[config.mk]
export PLATFORM = sky130hd
export DESIGN_NAME = min_heap_priority_queue
export DESIGN_NICKNAME = d
export VERILOG_FILES = /design/src/design/mhpq_pkg.sv /design/src/design/min_heap_priority_queue.sv
export SDC_FILE = /design/constraint.sdc
export NUM_CORES = 1
export LEC_CHECK = 0
export BUFFER_PORTS_ARGS = -buffer_cell sky130_fd_sc_hd__buf_2
export CAP_MARGIN = 20
export CORE_UTILIZATION = 55
export CTS_BUF_LIST = sky130_fd_sc_hd__clkbuf_4 sky130_fd_sc_hd__clkbuf_8 sky130_fd_sc_hd__clkbuf_16
export CTS_CLUSTER_SIZE = 16
export DETAILED_ROUTE_END_ITERATION = 6
export PLACE_DENSITY = 0.77
export SLEW_MARGIN = 20
export SYNTH_ARGS = -nofsm -noshare
export SYNTH_HDL_FRONTEND = slang
export SYNTH_SLANG_ARGS = --single-unit
[constraint.sdc]
create_clock -name i_clk -period 8 [get_ports i_clk]
set_clock_uncertainty 0.05 [all_clocks]
set_input_delay 2 -clock i_clk [delete_from_list [all_inputs] [get_ports i_clk]]
set_output_delay 2 -clock i_clk [all_outputs]
set_load 0.05 [all_outputs]
[src/design/mhpq_pkg.sv]
// shared types and constants for the min-heap priority queue
// no dependencies; imported by min_heap_priority_queue
package mhpq_pkg;

    localparam int HEAP_DEPTH = 16;
    localparam int IDX_W      = (HEAP_DEPTH > 1) ? $clog2(HEAP_DEPTH) : 1;
    localparam int CNT_W      = $clog2(HEAP_DEPTH + 1);
    // child index width, holds 2*pos+2 for any pos below the depth
    localparam int CHD_W      = IDX_W + 2;
    localparam int KEY_W      = 32;
    localparam int OP_W       = 2;
    localparam int STAT_W     = 2;
    localparam int ECNT_W     = 5;

    typedef enum logic [OP_W-1:0] {
        OP_PUSH = 2'd0,
        OP_POP  = 2'd1,
        OP_PEEK = 2'd2
    } t_op;

    typedef enum logic [STAT_W-1:0] {
        STAT_OK    = 2'd0,
        STAT_EMPTY = 2'd1,
        STAT_FULL  = 2'd2
    } t_status;

    typedef enum logic [3:0] {
        ST_IDLE,
        ST_UP_RD,
        ST_UP_CMP,
        ST_POP_RD,
        ST_POP_LD,
        ST_DN_RD,
        ST_DN_CMP,
        ST_PUT,
        ST_DONE
    } t_state;

endpackage

[src/design/min_heap_priority_queue.sv]
// min-heap priority queue: push, pop minimum, peek, one result per transaction
// depends on mhpq_pkg
//
// An item is taken only while the block is idle, and each item returns one result
// with a status, the minimum after the operation and the entry count. All keys sit
// in one heap memory with two read ports and one write port, read data registered.
// The key being sifted rides in a register and only the entries it passes are
// written back, so every heap level takes a read state and then a compare and
// write state. Peek, error and single-entry pop items go straight to the done
// state; a push into an empty queue writes its key in the put state, any other
// push climbs through read and compare states per level and ends in the put
// state when it reaches the root; a pop reads the last entry, loads it as the
// key and descends through read and compare states per level, ending in the put
// state when no child is left. Sift length is bounded by log2 of HEAP_DEPTH. A
// finished result waits in an output register, and the next item can be taken
// meanwhile; while that register still holds a result nobody has taken, the
// next finished item waits and the input stays stalled.
module min_heap_priority_queue
    import mhpq_pkg::*;
(
    input  logic                     i_clk,
    input  logic                     i_rst_n,
    input  logic                     i_valid,
    output logic                     o_ready,
    input  logic [OP_W-1:0]          i_operation,
    input  logic signed [KEY_W-1:0]  i_key_value,
    output logic                     o_valid,
    input  logic                     i_ready,
    output logic [STAT_W-1:0]        o_status,
    output logic signed [KEY_W-1:0]  o_min_value,
    output logic [ECNT_W-1:0]        o_entry_count
);

    logic signed [KEY_W-1:0] heap_mem [HEAP_DEPTH];

    t_state                  r_state, n_state;
    logic [CNT_W-1:0]        r_count, n_count;
    logic [IDX_W-1:0]        r_pos, n_pos;
    logic signed [KEY_W-1:0] r_key, n_key;
    t_status                 r_status, n_status;
    logic signed [KEY_W-1:0] r_root;
    logic signed [KEY_W-1:0] r_rd_a, r_rd_b;

    logic                    r_out_valid;
    logic [STAT_W-1:0]       r_out_status;
    logic signed [KEY_W-1:0] r_out_min;
    logic [ECNT_W-1:0]       r_out_cnt;

    logic                    in_acc;
    logic                    out_load;
    logic                    mem_we;
    logic [IDX_W-1:0]        wr_addr;
    logic signed [KEY_W-1:0] wr_data;
    logic [IDX_W-1:0]        rd_addr_a, rd_addr_b;

    logic [IDX_W-1:0]        up_idx;
    logic [CHD_W-1:0]        left_idx, right_idx;
    logic                    left_ok, right_ok;
    logic                    pick_right;
    logic [IDX_W-1:0]        pick_idx;
    logic signed [KEY_W-1:0] pick_val;
    logic                    up_less, dn_less;
    logic [31:0]             cnt_ext;

    assign o_ready   = (r_state == ST_IDLE);
    assign in_acc    = i_valid && o_ready;
    assign out_load  = (r_state == ST_DONE) && (!r_out_valid || i_ready);

    // heap index arithmetic around the current hole
    assign up_idx    = IDX_W'((r_pos - 1'b1) >> 1);
    assign left_idx  = {1'b0, r_pos, 1'b1};
    assign right_idx = left_idx + 1'b1;
    assign left_ok   = left_idx < CHD_W'(r_count);
    assign right_ok  = right_idx < CHD_W'(r_count);

    assign pick_right = right_ok && (r_rd_b < r_rd_a);
    assign pick_idx   = pick_right ? right_idx[IDX_W-1:0] : left_idx[IDX_W-1:0];
    assign pick_val   = pick_right ? r_rd_b : r_rd_a;
    assign up_less    = r_key < r_rd_a;
    assign dn_less    = pick_val < r_key;

    // next state
    always_comb begin
        n_state = r_state;
        unique case (r_state)
            ST_IDLE: begin
                if (in_acc) begin
                    case (t_op'(i_operation))
                        OP_PUSH: begin
                            if (r_count == CNT_W'(HEAP_DEPTH)) begin
                                n_state = ST_DONE;
                            end else if (r_count == '0) begin
                                n_state = ST_PUT;
                            end else begin
                                n_state = ST_UP_RD;
                            end
                        end
                        OP_POP: begin
                            if (r_count > CNT_W'(1)) begin
                                n_state = ST_POP_RD;
                            end else begin
                                n_state = ST_DONE;
                            end
                        end
                        default: n_state = ST_DONE;
                    endcase
                end
            end
            ST_UP_RD:  n_state = ST_UP_CMP;
            ST_UP_CMP: begin
                if (!up_less) begin
                    n_state = ST_DONE;
                end else if (up_idx == '0) begin
                    n_state = ST_PUT;
                end else begin
                    n_state = ST_UP_RD;
                end
            end
            ST_POP_RD: n_state = ST_POP_LD;
            ST_POP_LD: n_state = ST_DN_RD;
            ST_DN_RD:  n_state = left_ok ? ST_DN_CMP : ST_PUT;
            ST_DN_CMP: n_state = dn_less ? ST_DN_RD : ST_DONE;
            ST_PUT:    n_state = ST_DONE;
            ST_DONE:   n_state = out_load ? ST_IDLE : ST_DONE;
            default:   n_state = ST_IDLE;
        endcase
    end

    // datapath and memory controls
    always_comb begin
        n_count   = r_count;
        n_pos     = r_pos;
        n_key     = r_key;
        n_status  = r_status;
        mem_we    = 1'b0;
        wr_addr   = r_pos;
        wr_data   = r_key;
        rd_addr_a = r_pos;
        rd_addr_b = r_pos;
        unique case (r_state)
            ST_IDLE: begin
                if (in_acc) begin
                    n_status = STAT_OK;
                    case (t_op'(i_operation))
                        OP_PUSH: begin
                            if (r_count == CNT_W'(HEAP_DEPTH)) begin
                                n_status = STAT_FULL;
                            end else begin
                                n_key   = i_key_value;
                                n_pos   = r_count[IDX_W-1:0];
                                n_count = r_count + 1'b1;
                            end
                        end
                        OP_POP: begin
                            if (r_count == '0) begin
                                n_status = STAT_EMPTY;
                            end else begin
                                n_count = r_count - 1'b1;
                            end
                        end
                        default: begin
                            if (r_count == '0) begin
                                n_status = STAT_EMPTY;
                            end
                        end
                    endcase
                end
            end
            ST_UP_RD: rd_addr_a = up_idx;
            ST_UP_CMP: begin
                mem_we = 1'b1;
                if (up_less) begin
                    wr_data = r_rd_a;
                    n_pos   = up_idx;
                end
            end
            // last entry moves to the root
            ST_POP_RD: rd_addr_a = r_count[IDX_W-1:0];
            ST_POP_LD: begin
                n_key = r_rd_a;
                n_pos = '0;
            end
            ST_DN_RD: begin
                rd_addr_a = left_idx[IDX_W-1:0];
                rd_addr_b = right_idx[IDX_W-1:0];
            end
            ST_DN_CMP: begin
                mem_we = 1'b1;
                if (dn_less) begin
                    wr_data = pick_val;
                    n_pos   = pick_idx;
                end
            end
            ST_PUT:  mem_we = 1'b1;
            ST_DONE: ;
            default: ;
        endcase
    end

    always_ff @(posedge i_clk) begin
        if (mem_we) begin
            heap_mem[wr_addr] <= wr_data;
        end
        r_rd_a <= heap_mem[rd_addr_a];
        r_rd_b <= heap_mem[rd_addr_b];
    end

    // root copy keeps the minimum at hand without a memory read
    always_ff @(posedge i_clk) begin
        if (mem_we && wr_addr == '0) begin
            r_root <= wr_data;
        end
        r_pos    <= n_pos;
        r_key    <= n_key;
        r_status <= n_status;
    end

    always_ff @(posedge i_clk) begin
        if (!i_rst_n) begin
            r_state <= ST_IDLE;
            r_count <= '0;
        end else begin
            r_state <= n_state;
            r_count <= n_count;
        end
    end

    assign cnt_ext = 32'(r_count);

    always_ff @(posedge i_clk) begin
        if (!i_rst_n) begin
            r_out_valid <= 1'b0;
        end else if (out_load) begin
            r_out_valid <= 1'b1;
        end else if (i_ready) begin
            r_out_valid <= 1'b0;
        end
    end

    always_ff @(posedge i_clk) begin
        if (out_load) begin
            r_out_status <= r_status;
            r_out_min    <= (r_count != '0) ? r_root : '0;
            r_out_cnt    <= cnt_ext[ECNT_W-1:0];
        end
    end

    assign o_valid       = r_out_valid;
    assign o_status      = r_out_status;
    assign o_min_value   = r_out_min;
    assign o_entry_count = r_out_cnt;

    a_count_bound: assert property (@(posedge i_clk) disable iff (!i_rst_n)
        r_count <= CNT_W'(HEAP_DEPTH))
        else $error("entry count above heap depth");

    a_write_in_heap: assert property (@(posedge i_clk) disable iff (!i_rst_n)
        mem_we |-> (CNT_W'(wr_addr) < r_count))
        else $error("heap write outside the occupied entries");

    a_write_busy: assert property (@(posedge i_clk) disable iff (!i_rst_n)
        mem_we |-> (r_state != ST_IDLE && r_state != ST_DONE))
        else $error("heap write outside a sift");

    a_busy_after_accept: assert property (@(posedge i_clk) disable iff (!i_rst_n)
        in_acc |=> (r_state != ST_IDLE))
        else $error("transaction accepted without work");

    a_empty_min_zero: assert property (@(posedge i_clk) disable iff (!i_rst_n)
        (o_valid && o_status == STAT_EMPTY) |-> (o_min_value == '0 && o_entry_count == '0))
        else $error("empty status with nonzero minimum or count");

endmodule
; ---- Yosys cells after proc, flatten, opt, wreduce, memory -nomap -nowiden
; Memories as Yosys holds them, arrays and structs flattened. A register that Yosys moved wholly into a read port is not among the register bits.
; Cells that the tools add are included.
[word_totals]
reg_bits = 119
elab_cells = 98
mem_bits_rw = 512
out_inout_bits = 41
memories = 1
input_bits = 38
[memory_table]
columns = name, depth, width, rd, rd_clocked_by_memory_dff, write_ports, line_no
row1 = heap_mem, 16, 32, 2, 2, 1, min_heap_priority_queue.sv:34  ; logic signed [KEY_W-1:0] heap_mem [HEAP_DEPTH];
[op_classes]
muxes = 39
n_lt_le_gt_ge = 6
addsub = 4
eq_ne = 17
reduce_logical = 21
[ops]
columns = cell, count
row1 = 2-to-1 mux 32 bit, 6
row2 = case mux 32 bit (2 select lines), 2
row3 = < comparator 32 bit, 3
row4 = 2-to-1 mux 4 bit, 13
row5 = case mux 4 bit (9 select lines), 1
row6 = == test 4 x 3 -> 1 bit (second input constant), 4
row7 = case mux 4 bit (4 select lines), 1
row8 = logical NOT 4 bit, 3
row9 = case mux 4 bit (3 select lines), 1
row10 = 2-to-1 mux 5 bit, 2
row11 = != test 2 bit (second input constant), 5
row12 = case mux 5 bit (2 select lines), 1
row13 = == test 4 x 2 -> 1 bit (second input constant), 2
row14 = case mux 4 bit (2 select lines), 1
row15 = 2-to-1 mux 1 bit, 7
row16 = adder 5 x 1 -> 6 bit (second input constant), 1
row17 = < comparator 6 x 5 -> 1 bit, 1
row18 = 2-to-1 mux 3 bit, 2
row19 = AND reduction 6 bit, 1
row20 = nonzero test 2 bit, 3
row21 = adder 5 x 1 -> 5 bit (second input constant), 1
row22 = == test 5 bit (second input constant), 1
row23 = > comparator 5 x 1 -> 1 bit (second input constant), 1
row24 = logical NOT 5 bit, 1
row25 = other kinds (18), 23

; ---- Depth between registers and ports, before layout
; Gate-level depths: netlist of the first run.
[logic_depth]
ltp_word = 7
depth_mapped = 27
mapped_depth_nobuf = 21

; ---- Worst setup path after synthesis of the first run
; Ideal clock, no wire load.
[synth_path]
path_type = reg2reg
startpoint = reg r_pos[0]
endpoint = mem heap_mem[0][17] (data pin)
arrival_ns = 5.687
stages_incl_launch_ff = 24
slack_ns = 1.916
setup_time_ns = 0.347
required_time_ns = 7.603
synth_period_minus_slack_ns = 6.084
n_path_buf = 4
path_cell_list = edfxtp_1 -> clkbuf_1 -> buf_1 -> inv_1 -> ha_1 -> ha_1 -> a21o_1 -> a31oi_1 -> o2111ai_1 -> o21a_1 -> buf_4 -> buf_2 -> mux2_2 -> ha_1 -> a21o_1 -> a21o_1 -> a21oi_1 -> o21ai_1 -> a311o_1 -> nor3b_1 -> o211a_1 -> nor3_2 -> or2_0 -> o311ai_1
[synth_via]
elab_chain_cells = 7
[synth_lines]
columns = element, line_no
row1 = from (decl), min_heap_priority_queue.sv:38  ; logic [IDX_W-1:0] r_pos, n_pos;
row2 = from (signal assigned), min_heap_priority_queue.sv:213  ; r_pos <= n_pos;
row3 = adder 5 x 1 -> 6 bit (*), min_heap_priority_queue.sv:72  ; assign right_idx = left_idx + 1'b1;
row4 = < comparator 6 x 5 -> 1 bit (*), min_heap_priority_queue.sv:74  ; assign right_ok = right_idx < CHD_W'(r_count);
row5 = logical AND 1 bit (*), min_heap_priority_queue.sv:76  ; assign pick_right = right_ok && (r_rd_b < r_rd_a);
row6 = 2-to-1 mux 32 bit (*), min_heap_priority_queue.sv:78  ; assign pick_val = pick_right ? r_rd_b : r_rd_a;
row7 = < comparator 32 bit, min_heap_priority_queue.sv:80  ; assign dn_less = pick_val < r_key;
row8 = 2-to-1 mux 32 bit (*), min_heap_priority_queue.sv:189  ; if (dn_less) begin
row9 = case mux 32 bit (2 select lines) (*), min_heap_priority_queue.sv:140  ; unique case (r_state)
row10 = named net wr_data[17], min_heap_priority_queue.sv:53  ; logic signed [KEY_W-1:0] wr_data;
row11 = to (decl), min_heap_priority_queue.sv:34
; Mark *: on every way through the listed nets, which the timed path passes. The rest lies on a longest branch.

; ---- Worst setup path in the final report of the first run
[layout_path]
startpoint = reg r_rd_a[6] (read register of heap_mem)
endpoint = mem heap_mem[11][21] (data pin)
[layout_via]
elab_chain_cells = 6
elab_cells_between_ends = 8
classes_between = 3 x order compare / 4 x mux / 1 x reduce/logical
[layout_lines]
columns = element, line_no
row1 = from (decl), min_heap_priority_queue.sv:42  ; logic signed [KEY_W-1:0] r_rd_a, r_rd_b;
row2 = < comparator 32 bit, min_heap_priority_queue.sv:76
row3 = logical AND 1 bit, min_heap_priority_queue.sv:76
row4 = 2-to-1 mux 32 bit, min_heap_priority_queue.sv:78
row5 = < comparator 32 bit, min_heap_priority_queue.sv:80
row6 = 2-to-1 mux 32 bit, min_heap_priority_queue.sv:189
row7 = case mux 32 bit (2 select lines) (*), min_heap_priority_queue.sv:140
row8 = named net wr_data[21], min_heap_priority_queue.sv:53
; Marked as above.

==> results of run 1 <==
## stage by stage
step / setup slack [ns] / hold slack [ns] / std cells / util [%]
after floorplan: 1.92 / 0.350 / 2973 / -
after global placement: 0.977 / 0.361 / 3628 / 58.0
after detailed placement: 0.774 / 0.372 / 3628 / 58.0
after CTS: 0.729 / 0.383 / 3748 / 61.8
after global routing: 0.150 / 0.403 / 3749 / 61.8
final: 0.484 / 0.389 / 3751 / 61.8
## logic make-up (layout without fill, tap and decap cells)
| group | after synthesis | count (layout) |
|---|---|---|
| adder cells (fa/ha/maj) | 109 | 109 |
| flip-flops | 663 | 663 |
| AO/OA/AOI/OAI | 976 | 976 |
| AND/OR/NAND/NOR | 814 | 814 |
| other | 0 | 2 |
| buffers and inverters | 332 | 335 |
| XOR/XNOR | 9 | 9 |
| multiplexers | 70 | 70 |
## final cells by class
type                    count  area, um^2  area share, %
diodes                      2        5.00         0.0136
clock buffers              93        1970           5.35
clock inverters            27         289          0.786
inverters                  85         319          0.868
multi-input cells        1978       13200           35.9
flip-flops and latches    663       19200           52.1
well taps                 773         967           2.63
repair buffers            130         843           2.29
## registers in the layout (all words and copies together), names as in the netlist
register       cells
r_rd_a            32
r_count            5
r_status           2
o_valid            1
r_rd_b            32
o_entry_count      5
r_pos              4
heap_mem         512
r_state            4
r_key             32
o_min_value       32
o_status           2
## worst min path at each step
stage	end	slack, ns	cells past startpoint
6_report	o_status[0]$_DFFE_PP_	0.39	0
5_1_grt	o_status[1]$_DFFE_PP_	0.40	0
4_1_cts	o_status[0]$_DFFE_PP_	0.38	0
3_5_place_dp	o_status[0]$_DFFE_PP_	0.37	0
3_3_place_gp	o_status[1]$_DFFE_PP_	0.36	0
2_1_floorplan	o_status[0]$_DFFE_PP_	0.35	0
## placed cells by master, fill, tap and decap left out, types with 39 or more instances in the layout
master	instances
edfxtp_1	589
nand2_1	435
a211oi_1	263
a21oi_1	225
and2_1	191
a31oi_1	140
o221ai_1	128
ha_1	109
inv_1	83
buf_2	78
dfxtp_1	73
clkbuf_16	71
a311oi_1	66
mux2_2	61
nor2_1	59
buf_4	47
nor2b_1	39
## power groups by stage
stage | logic [uW] | registers [uW] | clock network [uW]
after detailed placement | 6440 | 4950 | 0
after CTS | 6500 | 4880 | 3220
final | 6740 | 4900 | 3210
after floorplan | 4540 | 5020 | 0
after global routing | 7210 | 4930 | 3350
after global placement | 6250 | 4930 | 0
## critical path, cell delays in order, from the launching register on
cell	delay (ns)
dfxtp_1	0.39
inv_1	0.09
ha_1	0.32
nand4_1	0.10
o311a_1	0.38
o41a_1	0.48
o2111ai_1	0.28
o21a_2	0.83
buf_4	0.34
mux2i_1	0.34
inv_1	0.08
ha_1	0.30
a21o_1	0.16
a211oi_1	0.23
o21ai_0	0.12
o211ai_1	0.09
a31oi_1	0.16
nor3b_1	0.29
o211a_1	0.32
nor3_2	0.11
nor3_4	0.77
buf_4	0.39
a221o_1	0.61
## metal layers
layer	part of all wire [%]	up-vias	track usage [%]	wire, um
li1	-	11400	-	-
met1	38	12700	44.1	37700
met2	45	2060	48.8	44400
met3	14	303	6.00	13600
met4	3.8	0	14.6	3820
met5	0	-	0	0
==> impl_metrics.csv, run 1 <==
group,metric,value,unit
synth,synth_area,33400,um^2
global_routing,grt_overflow,0,
setup_path,crit_path_end,"heap_mem[11][21]$_DFFE_PP_",
clocking,h-tree-depth,3,
synth,synth_edf_count,589,
flow_run,maxCapViolations,0,
timing,finalMaxSlewViolations,0,
timing,worstMarginPinSlew,1.10,ns
placement,port_buffers,78,
finish,drive_above_1_share,11.6,%
synth,synth-seq-cells,663,
setup_path,r2r-start,"r_rd_a[6]$_DFF_P_",
floorplanning,die_width,248,um
clocking,root_buffer,"clkbuf_16",
setup_path,reg2reg_to,"heap_mem[11][21]$_DFFE_PP_",
clocking,cts-buffers-inserted,68,
synth,synthFlopType,"edfxtp_1",
power,power,14900,uW
routing,vias,26400,
power,p_leak,0.0125,uW
power,clkPwrFrac,21.6,%
power,irDropWorstVdd,0.325,mV
floorplanning,fp.coreArea,59500,um^2
setup_path,crit_arrival,7.79,ns
floorplanning,pin_count,79,
clocking,clk_pin_slew_worst_paths,0.06,ns
clocking,cts_resized,0,
synth,synth_common_cells,"edfxtp_1, nand2_1, a211oi_1",
timing,fmax,133,MHz
global_routing,grt_pass1_wl,147000,um
hold_path,hp-start,"r_status[0]$_SDFFCE_PP0P_",
finish,syn_to_final_growth,10.1,%
setup_path,crit_path_start_kind,"flop",
timing,grt_setup_unrepaired,"no",
synth,avgSynthCellArea,11.2,um^2
global_routing,antenna_found_initial,4,
synth,synth-compound-area-share,20.6,%
power,power.switching,6160,uW
setup_path,worstSetupPathType,"reg2reg",
finish,layout.nets,3073,
power,p_sw_share,41.5,%
synth,synthDominantCellAreaShare,53.0,%
floorplanning,dieArea,61700,um^2
clocking,clock_path_buffers,3,
power,p_per_area,404,nW/um^2
routing,drc,0,
synth,post_synth_num_cell_types,67,
synth,synth_fp_nets,3120,
synth,synth-warning-count,0,
synth,synthXorXnorAreaFrac,0.236,%
global_routing,grt_max_degree,201,
floorplanning,initial_core_util,56.1,%
setup_path,r2r_slack,0.48,ns
power,pwr-share-seq,33.0,%
routing,drt-total-wl,99500,um
timing,hold_violations,0,
status,status,"completed",
setup_path,critPathCaptureType,"flop",
hold_path,hold_class,"reg2reg",
timing,fin_crit,7.52,ns
timing,tns,0,ns
routing,firstDrtPassIters,7,
finish,nFillCells,4416,
synth,synth-simple-area-share,11.4,%
global_routing,grt_pass1_vias,24800,
clocking,clk_latency,0.62,ns
clocking,cts_tree,"built",
floorplanning,die_h,248,um
synth,synth.largest_area_cell,"edfxtp_1",
routing,initialDrtViolationCount,3941,
synth,async_flop_share,0,%
floorplanning,rows,89,
finish,final_cell_area,36800,um^2
power,p_int,8690,uW
synth,synth_area_leaders,"edfxtp_1, a211oi_1, nand2_1",
placement,dpl-instance-area,34500,um^2
routing,ant_nets,0,
timing,post-route-period-util,93.9,%
routing,routed_via_density,7.04,
clocking,cts_hold_buf,0,
synth,yosysMostFrequentCell,"edfxtp_1",
synth,synth.area.mux_share,2.33,%
timing,maxSlewHeadroom,26.8,%
global_routing,track_usage,31.9,%
power,comb_power_share,45.4,%
setup_path,cp-startpoint,"r_rd_a[6]$_DFF_P_",
placement,hpwl,56200,um
placement,gp_congestion,0.998,
synth,synth_top_family_by_area,"compound AO/OA/AOI/OAI gates",
synth,synth_adder_area_share,4.08,%
routing,routedWlPerCell,26.5,um
setup_path,worstPathRequired,8.28,ns
clocking,cts_setup_buffers,0,
timing,finalSetupViolations,0,
setup_path,critPathMaxFanout,29,
setup_path,worstRegToRegCells,22,
clocking,clock-sinks,663,
synth,ys_seq_area_share,57.4,%
synth,synthCells,2973,
Power figures use the tool's default switching activity.
==> inputs of run 2 (changes only) <==
- RECOVER_POWER: unset -> 50
==> impl_metrics.csv, run 2 (synthesis results as in run 1) <==
group,metric,value,unit
flow_run,maxCapViolations,22,
power,p_per_area,406,nW/um^2
power,clkPwrFrac,21.6,%
clocking,root_buffer,"clkbuf_16",
timing,fmax,129,MHz
clocking,cts_hold_buf,0,
power,irDropWorstVdd,0.313,mV
global_routing,grt_pass1_wl,147000,um
setup_path,crit_arrival,8.20,ns
finish,final_cell_mix,"edfxtp_1, nand2_1, a211oi_1",
placement,gp_congestion,0.998,
power,pwr-share-seq,33.2,%
floorplanning,fp.coreArea,59500,um^2
routing,initialDrtViolationCount,3947,
routing,vias,26500,
status,failed_checks,"DRC, capacitance limit, slew limit",
placement,port_buffers,78,
setup_path,worstPathRequired,8.44,ns
setup_path,worstSetupPathType,"reg2reg",
routing,firstDrtPassIters,7,
finish,nFillCells,4488,
timing,worstMarginPinSlew,3.40,ns
clocking,cts_tree,"built",
global_routing,grt_max_degree,201,
timing,finalMaxSlewViolations,755,
timing,finalSetupViolations,0,
timing,post-route-period-util,97.0,%
clocking,clock-sinks,663,
routing,ant_nets,0,
setup_path,critPathCaptureType,"flop",
finish,largest_register_ffs,512,
setup_path,crit_path_start_kind,"flop",
power,p_leak,0.0123,uW
finish,multi_input_area,13100,um^2
power,p_sw_share,41.5,%
global_routing,grt_pass1_vias,24800,
routing,drc,3,
global_routing,grt_overflow,0,
setup_path,critPathMaxFanout,200,
floorplanning,initial_core_util,56.1,%
finish,seq_area,19200,um^2
timing,maxSlewHeadroom,-127,%
clocking,cts-buffers-inserted,68,
floorplanning,die_h,248,um
global_routing,track_usage,31.9,%
power,comb_power_share,45.2,%
routing,routed_via_density,7.06,
routing,drt-total-wl,99700,um
timing,fin_crit,7.76,ns
timing,grt_setup_unrepaired,"no",
clocking,cts_setup_buffers,0,
placement,dp_cells,3628,
placement,hpwl,56200,um
placement,dpl-instance-area,34500,um^2
timing,tns,0,ns
floorplanning,dieArea,61700,um^2
timing,hold_violations,0,
clocking,clk_latency,0.62,ns
finish,syn_to_final_growth,9.29,%
floorplanning,pin_count,79,
finish,layout.nets,3073,
power,power.switching,6150,uW
clocking,cts_resized,0,
power,p_int,8680,uW
finish,final_cell_area,36500,um^2
clocking,clock_path_buffers,3,
clocking,clk_pin_slew_worst_paths,0.06,ns
floorplanning,rows,89,
finish,mostFrequentLayoutCell,"edfxtp_1",
floorplanning,die_width,248,um
routing,routedWlPerCell,26.6,um
clocking,h-tree-depth,3,
finish,stdcell_count,3751,
finish,top_register,"heap_mem",
hold_path,hold_class,"reg2reg",
global_routing,antenna_found_initial,4,
status,status,"finished, violations left",
finish,drive_above_1_share,9.14,%
[run 2: power by group through the flow]
stage	Combinational (uW)	Sequential, uW	Clock (uW)
2_1_floorplan	4540	5020	0
3_3_place_gp	6250	4930	0
3_5_place_dp	6440	4950	0
4_1_cts	6500	4880	3220
5_1_grt	7180	4940	3350
6_report	6700	4920	3210
[run 2: path summary, 6_finish.rpt]
| kind | startpoint | endpoint | slack, ns | depth (start not counted) |
|---|---|---|---|---|
| setup / recovery | r_state[2]$_SDFFE_PN0N_ | r_rd_b[11]$_DFF_P_ | 0.24 | 8 |
| hold / removal | r_status[0]$_SDFFCE_PP0P_ | o_status[0]$_DFFE_PP_ | 0.39 | 0 |
| setup reg to reg | r_state[2]$_SDFFE_PN0N_ | r_rd_b[11]$_DFF_P_ | 0.24 | 8 |
| hold reg to reg | r_status[0]$_SDFFCE_PP0P_ | o_status[0]$_DFFE_PP_ | 0.39 | 0 |
[run 2: final cells by class]
type / instances / share of cell area (%)
antenna: 2 / 0.0137
clock buffer: 93 / 5.39
clock inverter: 27 / 0.792
inverter: 85 / 0.874
multi-input combinational: 1978 / 35.8
sequential: 663 / 52.5
tap: 773 / 2.65
timing repair buffer: 130 / 1.93
[run 2: worst max-delay path: stages, from the launching register on]
cell,delay (ns)
dfxtp_2,0.31
clkbuf_1,1.95
and2_0,0.86
nand2b_2,1.12
clkbuf_4,1.92
o221ai_1,0.44
a21oi_1,0.29
a21oi_1,0.08
a21oi_1,0.34
[run 2: stage by stage]
stage	hold WS [ns]	util, %	worst slack (ns)	power [uW]
finish	0.388	61.4	0.243	14800
detailed placement	0.372	58.0	0.774	11400
global route	0.403	61.4	0.138	15500
global placement	0.361	58.0	0.977	11200
floorplan	0.350	-	1.92	9560
CTS	0.383	61.8	0.729	14600
[run 2: layer usage]
metal	GRT usage [%]	wire [um]
met1	44.1	37700
met2	48.8	44200
met3	6.00	13500
met4	14.6	4290
met5	0	0
